==> config.mk <==
export PLATFORM = sky130hd
export DESIGN_NAME = sbcq_rx
export DESIGN_NICKNAME = d
export VERILOG_FILES = /design/src/sv/sbc_packet_ingress_queue_unit_macros.svh /design/src/sv/sbcq_pkg.sv /design/src/sv/sbcq_rx.sv
export SDC_FILE = /design/constraint.sdc
export NUM_CORES = 1
export LEC_CHECK = 0
export BUFFER_PORTS_ARGS = -buffer_cell sky130_fd_sc_hd__buf_2
export CAP_MARGIN = 20
export CORE_MARGIN = 3
export CORE_UTILIZATION = 41
export DETAILED_ROUTE_END_ITERATION = 12
export PLACE_DENSITY = 0.77
export SLEW_MARGIN = 0
export SYNTH_ARGS = -nofsm -noshare
export SYNTH_HDL_FRONTEND = slang
export SYNTH_SLANG_ARGS = --single-unit
==> constraint.sdc <==
create_clock -name clk_i -period 3.2 [get_ports clk_i]
set_input_delay 0.32 -clock clk_i [delete_from_list [all_inputs] [get_ports clk_i]]
set_output_delay 0.32 -clock clk_i [all_outputs]
set_load 0.02 [all_outputs]
==> src/sv/sbc_packet_ingress_queue_unit_macros.svh <==
// Assertion macros for the packet ingress queue.
// Included by modules that assert; expects clk_i and rst_ni in scope.
`ifndef SBC_PACKET_INGRESS_QUEUE_UNIT_MACROS_SVH
`define SBC_PACKET_INGRESS_QUEUE_UNIT_MACROS_SVH

// expr must hold at every clock edge outside reset
`define SBCQ_ASSERT_HOLDS(lbl, expr, msg) \
  lbl: assert property (@(posedge clk_i) disable iff (!rst_ni) (expr)) else $error(msg);

// whenever ante holds, cons holds in the same cycle
`define SBCQ_ASSERT_IMPLIES(lbl, ante, cons, msg) \
  lbl: assert property (@(posedge clk_i) disable iff (!rst_ni) (ante) |-> (cons)) else $error(msg);

`endif

==> src/sv/sbcq_pkg.sv <==
// Shared types, constants and codes for the packet ingress queue.
// No dependencies; used by sbcq_rx, sbcq_ring and the top level.
package sbcq_pkg;

  localparam int PACKET_BYTES = 64;
  localparam int QUEUE_DEPTH  = 8;

  // one extra physical slot: the staging slot rotates with the tail
  localparam int NSLOT     = QUEUE_DEPTH + 1;
  localparam int SLOT_W    = $clog2(NSLOT);
  localparam int CNT_W     = $clog2(QUEUE_DEPTH + 1);
  localparam int POS_W     = $clog2(PACKET_BYTES + 2);
  localparam int OFS_W     = (PACKET_BYTES > 1) ? $clog2(PACKET_BYTES) : 1;
  localparam int PAY_DEPTH = NSLOT * PACKET_BYTES;
  localparam int PAY_AW    = $clog2(PAY_DEPTH);
  localparam int LEN_W     = 7;

  localparam logic [7:0] HDR_RSVD_MASK = 8'hF0;
  localparam logic [7:0] HDR_FRAME_MASK = 8'h0F;

  typedef enum logic {
    MODE_RX  = 1'b0,
    MODE_POP = 1'b1
  } mode_e;

  typedef enum logic [1:0] {
    KIND_RX_STATUS = 2'd0,
    KIND_POP_DATA  = 2'd1,
    KIND_POP_EMPTY = 2'd2
  } kind_e;

  typedef enum logic [1:0] {
    ST_ACCEPTED = 2'd0,
    ST_INVALID  = 2'd1,
    ST_FULL     = 2'd2
  } status_e;

  typedef enum logic {
    POP_IDLE   = 1'b0,
    POP_STREAM = 1'b1
  } pop_state_e;

  typedef struct packed {
    logic        mode;
    logic [15:0] seq_number;
    logic [31:0] time_stamp;
    logic [7:0]  byte_in;
    logic        last_byte;
  } in_word_t;

  typedef struct packed {
    logic [1:0]       kind;
    logic [1:0]       status;
    logic [15:0]      out_sequence;
    logic [31:0]      out_timestamp;
    logic [LEN_W-1:0] payload_length;
    logic [3:0]       frames;
    logic             gap_flag;
    logic [7:0]       byte_out;
    logic             final_res;
    logic [31:0]      drop_total;
  } out_word_t;

  // per-slot header, 60 bits
  typedef struct packed {
    logic [15:0]      seq;
    logic [31:0]      ts;
    logic [LEN_W-1:0] len;
    logic [3:0]       frames;
    logic             gap;
  } slot_hdr_t;

  // receive side -> ring: payload byte write into staging slot, commit
  typedef struct packed {
    logic             wr_en;
    logic [OFS_W-1:0] wr_ofs;
    logic [7:0]       wr_data;
    logic             commit;
    slot_hdr_t        hdr;
  } rx_cmd_t;

  typedef struct packed {
    logic busy;
    logic empty;
    logic full;
  } ring_stat_t;

  typedef struct packed {
    logic       valid;
    slot_hdr_t  hdr;
    logic [7:0] data;
    logic       last;
  } ring_strm_t;

endpackage

==> src/sv/sbcq_rx.sv <==
// Receive framing: byte position, header check, sequence tracking, drops.
// Depends on sbcq_pkg; drives payload writes and commits into sbcq_ring.
module sbcq_rx (
  input  logic                clk_i,
  input  logic                rst_ni,
  input  logic                rx_en_i,
  input  sbcq_pkg::in_word_t  in_word_i,
  input  logic                full_i,
  output sbcq_pkg::rx_cmd_t   rx_cmd_o,
  output logic                res_valid_o,
  output sbcq_pkg::out_word_t res_word_o,
  output logic [31:0]         drop_count_o
);

  logic [sbcq_pkg::POS_W-1:0] pos_q, pos_d, pos_adv, plen;
  logic [7:0]  hdr_byte_q, hdr_byte_d, hdr_now;
  logic        overrun_q, overrun_d, ovr_now;
  logic        seen_q, seen_d;
  logic        pend_q, pend_d;
  logic [15:0] next_exp_q, next_exp_d;
  logic [31:0] drop_q, drop_d;
  logic        done, bad, gap;
  sbcq_pkg::status_e status;

  always_comb begin
    hdr_now = (pos_q == '0) ? in_word_i.byte_in : hdr_byte_q;
    ovr_now = overrun_q | (pos_q > sbcq_pkg::POS_W'(sbcq_pkg::PACKET_BYTES));
    pos_adv = (pos_q <= sbcq_pkg::POS_W'(sbcq_pkg::PACKET_BYTES)) ? pos_q + 1'b1 : pos_q;
    plen    = pos_adv - 1'b1;
    bad     = (plen == '0) || ovr_now || ((hdr_now & sbcq_pkg::HDR_RSVD_MASK) != 8'h00)
              || ((hdr_now & sbcq_pkg::HDR_FRAME_MASK) == 8'h00);
    gap     = seen_q && (in_word_i.seq_number != next_exp_q);
    done    = rx_en_i && in_word_i.last_byte;

    pos_d      = pos_q;
    hdr_byte_d = hdr_byte_q;
    overrun_d  = overrun_q;
    seen_d     = seen_q;
    pend_d     = pend_q;
    next_exp_d = next_exp_q;
    drop_d     = drop_q;
    status     = sbcq_pkg::ST_ACCEPTED;

    rx_cmd_o.wr_en   = rx_en_i && (pos_q != '0)
                       && (pos_q <= sbcq_pkg::POS_W'(sbcq_pkg::PACKET_BYTES));
    rx_cmd_o.wr_ofs  = sbcq_pkg::OFS_W'(pos_q - 1'b1);
    rx_cmd_o.wr_data = in_word_i.byte_in;
    rx_cmd_o.commit  = 1'b0;
    rx_cmd_o.hdr.seq    = in_word_i.seq_number;
    rx_cmd_o.hdr.ts     = in_word_i.time_stamp;
    rx_cmd_o.hdr.len    = sbcq_pkg::LEN_W'(plen);
    rx_cmd_o.hdr.frames = hdr_now[3:0];
    rx_cmd_o.hdr.gap    = gap | pend_q;

    if (rx_en_i) begin
      if (pos_q == '0) begin
        hdr_byte_d = in_word_i.byte_in;
      end
      pos_d     = pos_adv;
      overrun_d = ovr_now;
    end

    if (done) begin
      pos_d     = '0;
      overrun_d = 1'b0;
      if (bad) begin
        drop_d = drop_q + 32'd1;
        pend_d = 1'b1;
        status = sbcq_pkg::ST_INVALID;
      end else begin
        next_exp_d = in_word_i.seq_number + 16'd1;
        seen_d     = 1'b1;
        if (full_i) begin
          drop_d = drop_q + 32'd1;
          pend_d = 1'b1;
          status = sbcq_pkg::ST_FULL;
        end else begin
          rx_cmd_o.commit = 1'b1;
          pend_d = 1'b0;
        end
      end
    end

    res_valid_o               = done;
    res_word_o                = '0;
    res_word_o.kind           = sbcq_pkg::KIND_RX_STATUS;
    res_word_o.status         = status;
    res_word_o.final_res      = 1'b1;
    res_word_o.drop_total     = drop_d;
  end

  assign drop_count_o = drop_q;

  always_ff @(posedge clk_i or negedge rst_ni) begin
    if (!rst_ni) begin
      pos_q      <= '0;
      hdr_byte_q <= '0;
      overrun_q  <= 1'b0;
      seen_q     <= 1'b0;
      pend_q     <= 1'b0;
      next_exp_q <= '0;
      drop_q     <= '0;
    end else begin
      pos_q      <= pos_d;
      hdr_byte_q <= hdr_byte_d;
      overrun_q  <= overrun_d;
      seen_q     <= seen_d;
      pend_q     <= pend_d;
      next_exp_q <= next_exp_d;
      drop_q     <= drop_d;
    end
  end

endmodule

==> key figures <==
Synth
  – Mapped Area: 5081 um^2
  – Cell variety after synth: 53
  – Synth Flop Type: dfrtp_1
  – Leading area contributor after synthesis: dfrtp_1
  – Top cell type's share of synthesized area: 32.50%
  – Synth top area cells: dfrtp_1, buf_4, xor2_1
  – Avg Inst Size Synth: 9.255 um^2
  – Asr flop ratio synth: 100.0%
  – Synth warn: 0
  – Yosys reg bits: 66
  – Mapped Cells: 549
  – Register area share after synthesis: 32.50%
  – Post-synth EDFFs: 0

CTS
  – CTS Sinks: 66
  – H-Tree Depth: 3
  – Root buffer cell: clkbuf_16
  – Worst-path clk slew: 0.05 ns
  – Clock Tree Buf Depth: 2
  – CTS Buf Count: 9
  – Clock latency on the worst-skew pair: 0.33 ns
  – CTS tree: built

Critical path
  – Worst setup path class: reg2out
  – CP arrival: 3.37 ns
  – Cell Chain, Critical Path: inv_8 -> ha_4 -> or4b_4 -> o21ai_4 -> buf_12 -> xnor2_4 -> ha_4 -> xnor2_4 -> a2111oi_4 -> buf_6 -> buf_12 -> nor4_4 -> xor2_2 -> buf_6
  – CP required: 2.88 ns
  – Setup crit end kind: primary output
  – CP peak stage delay: 0.50 ns
  – Kind of cell adding the most delay to the critical path: simple AND/OR/NAND/NOR gates
  – Critical Path Start: pos_q[0]$_DFFE_PN0P_
  – Crit path max fanout: 12
  – Reg2reg start: pos_q[0]$_DFFE_PN0P_
  – Critical path's slowest cell: or4b_4
  – Worst Path Buf+Inv: 5
  – Setup crit start kind: flip-flop

Routing
  – Detailed router's first-iteration violation count: 180
  – Final wirelength: 12,820 um
  – Total number of vias: 4,090
  – Antenna Nets Post-Route: 0
  – Post-route DRC violation count: 0
  – Drt first pass iters: 4
  – WL/cell: 15.32 um
  – Vias/cell: 4.886

STA
  – RSZ-0062 raised after global routing: yes
  – Slew Limit Fails: 0
  – Setup Skew: 0.004496 ns
  – Fmax: 271.0 MHz
  – Fin. Hold Viols: 0
  – Crit share post-route: 115.3%
  – Setup slack after layout: -0.4903 ns
  – Final setup fails: 36
  – Slew @ Worst Pin: 0.6159 ns
  – Worst slew margin: 58.84%
  – Worst Hold Slack: 0.2620 ns
  – Minimum clock period: 3.690 ns

Final layout
  – Area delta synth->final: 32.33%
  – Finished Cell Area: 6724 um^2
  – Core Util, Final: 55.75%
  – Final nets: 732
  – Layout cells sized above 1: 44.84%
  – Number of diodes: 0
  – Fill cells: 996

Placement
  – Area post-placement: 5793 um^2
  – PortBufs: 139
  – Final Wtd Congestion: 0.8936
  – Hpwl dp: 9245 um
  – Pre-CTS worst setup slack: -0.2469 ns

Global routing
  – GRT Total Usage: 17.83%
  – Busiest grt layer: met2
  – GRT overflow: 0
  – M1 GR Usage: 22.69%
  – Met2 usage: 29.99%
  – Initial antenna violation count: 0
  – Largest net degree at the start of global routing: 27
  – Met3 Track Usage GR: 3.616%
  – Vias in the first global route: 3,980
  – First-pass GRT wire length: 20,260 um

Pwr
  – VDD IR max: 0.4699 mV
  – Pwr Density: 552.1 nW/um^2
  – Static leakage: 3.056 nW

Worst hold path
  – Hold Crit Class: in2reg
  – Hold_sp: in_word_i[6]

Die
  – Die area: 13,770 um^2
  – I/O pins: 276
  – # rows: 40
  – Core area: 12,060 um^2
  – Die Height: 117.3 um
  – Die Wd: 117.3 um
  – Initial Utilization: 42.13%

Status
  – Run status: finished with violations
  – Violated checks: negative setup slack

Job
  – Max Cap Viol: 0
## flip-flops by register name, indices dropped and copies added, names as in the netlist
name,count
hdr_byte_q,8
pos_q,7
next_exp_q,16
seen_q,1
pend_q,1
overrun_q,1
drop_count_o,32
## layer usage
metal	share of wire, %	vias up	wire length (um)
li1	-	1863	-
met4	2.4	0	311
met2	53	192	6777
met1	39	2005	4978
met5	0	-	0
met3	5.9	30	755
## power breakdown
part           switching (mW)  internal [mW]
registers               0.204           1.03
logic                   0.855          0.621
clock network           0.355          0.645
total                    1.41           2.30
## cell usage after synthesis, types with 10 or more instances
| library cell | number |
|---|---|
| nand2_1 | 41 |
| clkbuf_1 | 15 |
| inv_1 | 10 |
| nand3_1 | 27 |
| dfrtp_1 | 66 |
| buf_4 | 131 |
| nor3_1 | 12 |
| xnor2_1 | 11 |
| xor2_1 | 60 |
| nor4_2 | 21 |
| o21ai_0 | 21 |
| nor2_1 | 29 |
## stage by stage
stage / cells / setup TNS [ns] / total power [mW]
6_report: 837 / -13.21 / 3.712
5_1_grt: 837 / -19.17 / 3.924
4_1_cts: 830 / -14.03 / 3.653
3_5_place_dp: 805 / -5.708 / 2.518
3_3_place_gp: 805 / -4.578 / 2.482
2_1_floorplan: 618 / -12.00 / 2.244
## final timing paths
| path | endpoint | slack (ns) | depth (start not counted) |
|---|---|---|---|
| max in group asynchronous | next_exp_q[13]$_DFFE_PN0P_ | 1.94 | 3 |
| worst min register to register | seen_q$_DFFE_PN0P_ | 0.47 | 1 |
| min in group asynchronous | drop_count_o[24]$_DFF_PN0_ | 0.52 | 2 |
| worst max register to register | next_exp_q[11]$_DFFE_PN0P_ | 0.01 | 15 |
| worst min-delay path | hdr_byte_q[5]$_DFFE_PN0P_ | 0.26 | 2 |
| worst max-delay path | res_word_o[12] | -0.49 | 14 |
## layout make-up
cell class | instances | area [um^2] | area share [%]
clock buffers | 14 | 264.0 | 3.926
clock inverters | 2 | 35.03 | 0.5210
inverters | 11 | 48.80 | 0.7257
multi-input cells | 388 | 3167 | 47.10
flip-flops and latches | 66 | 1653 | 24.58
well taps | 168 | 210.2 | 3.126
repair buffers | 188 | 1346 | 20.02
## layout by cell type (no fill, tap or decap), types with 3 or more instances in the layout
master | netlist | final
and4_1 | 3 | 3
nor2_1 | 29 | 26
xnor2_1 | 11 | 8
clkbuf_1 | 15 | 3
a21oi_2 | 0 | 3
xor2_1 | 60 | 31
buf_4 | 131 | 43
nor3_1 | 12 | 8
buf_6 | 6 | 38
nor3_2 | 1 | 5
xor2_2 | 0 | 28
ha_1 | 6 | 4
nand3_1 | 27 | 27
nand2_2 | 0 | 4
inv_1 | 10 | 9
nand4_1 | 4 | 4
o21ai_0 | 21 | 8
conb_1 | 2 | 71
a21oi_1 | 7 | 4
clkbuf_16 | 0 | 9
o31ai_1 | 4 | 4
dfrtp_1 | 66 | 65
and3_1 | 8 | 8
or3_1 | 5 | 5
nor4_4 | 0 | 22
mux2_2 | 9 | 9
o21ai_1 | 1 | 12
buf_2 | 0 | 102
nand2_1 | 41 | 37
xnor2_4 | 0 | 3
nor4_1 | 9 | 8
buf_12 | 0 | 3
## repair_timing
action,4_1_cts,5_1_grt
gates cloned,0,2
hold buffers,1,0
endpoints found under the hold margin,20,0
resized for setup,61,72
buffers inserted,9,7
setup endpoints to repair,37,55
pin swaps,13,20
## logic make-up (layout without fill, tap and decap cells)
group           count (synthesis)  in the layout  synth area share (%)
simple gates                  182            182                 21.84
buf+inv                       164            215                 22.68
xor+xnor                       72             72                 12.56
flops                          66             66                 32.50
compound gates                 44             44                 5.737
mux                            13             13                 3.053
fa+ha+maj                       6              6                 1.477
other cells                     2             71                0.1478
Note: power is estimated with default switching activity, not from simulation.
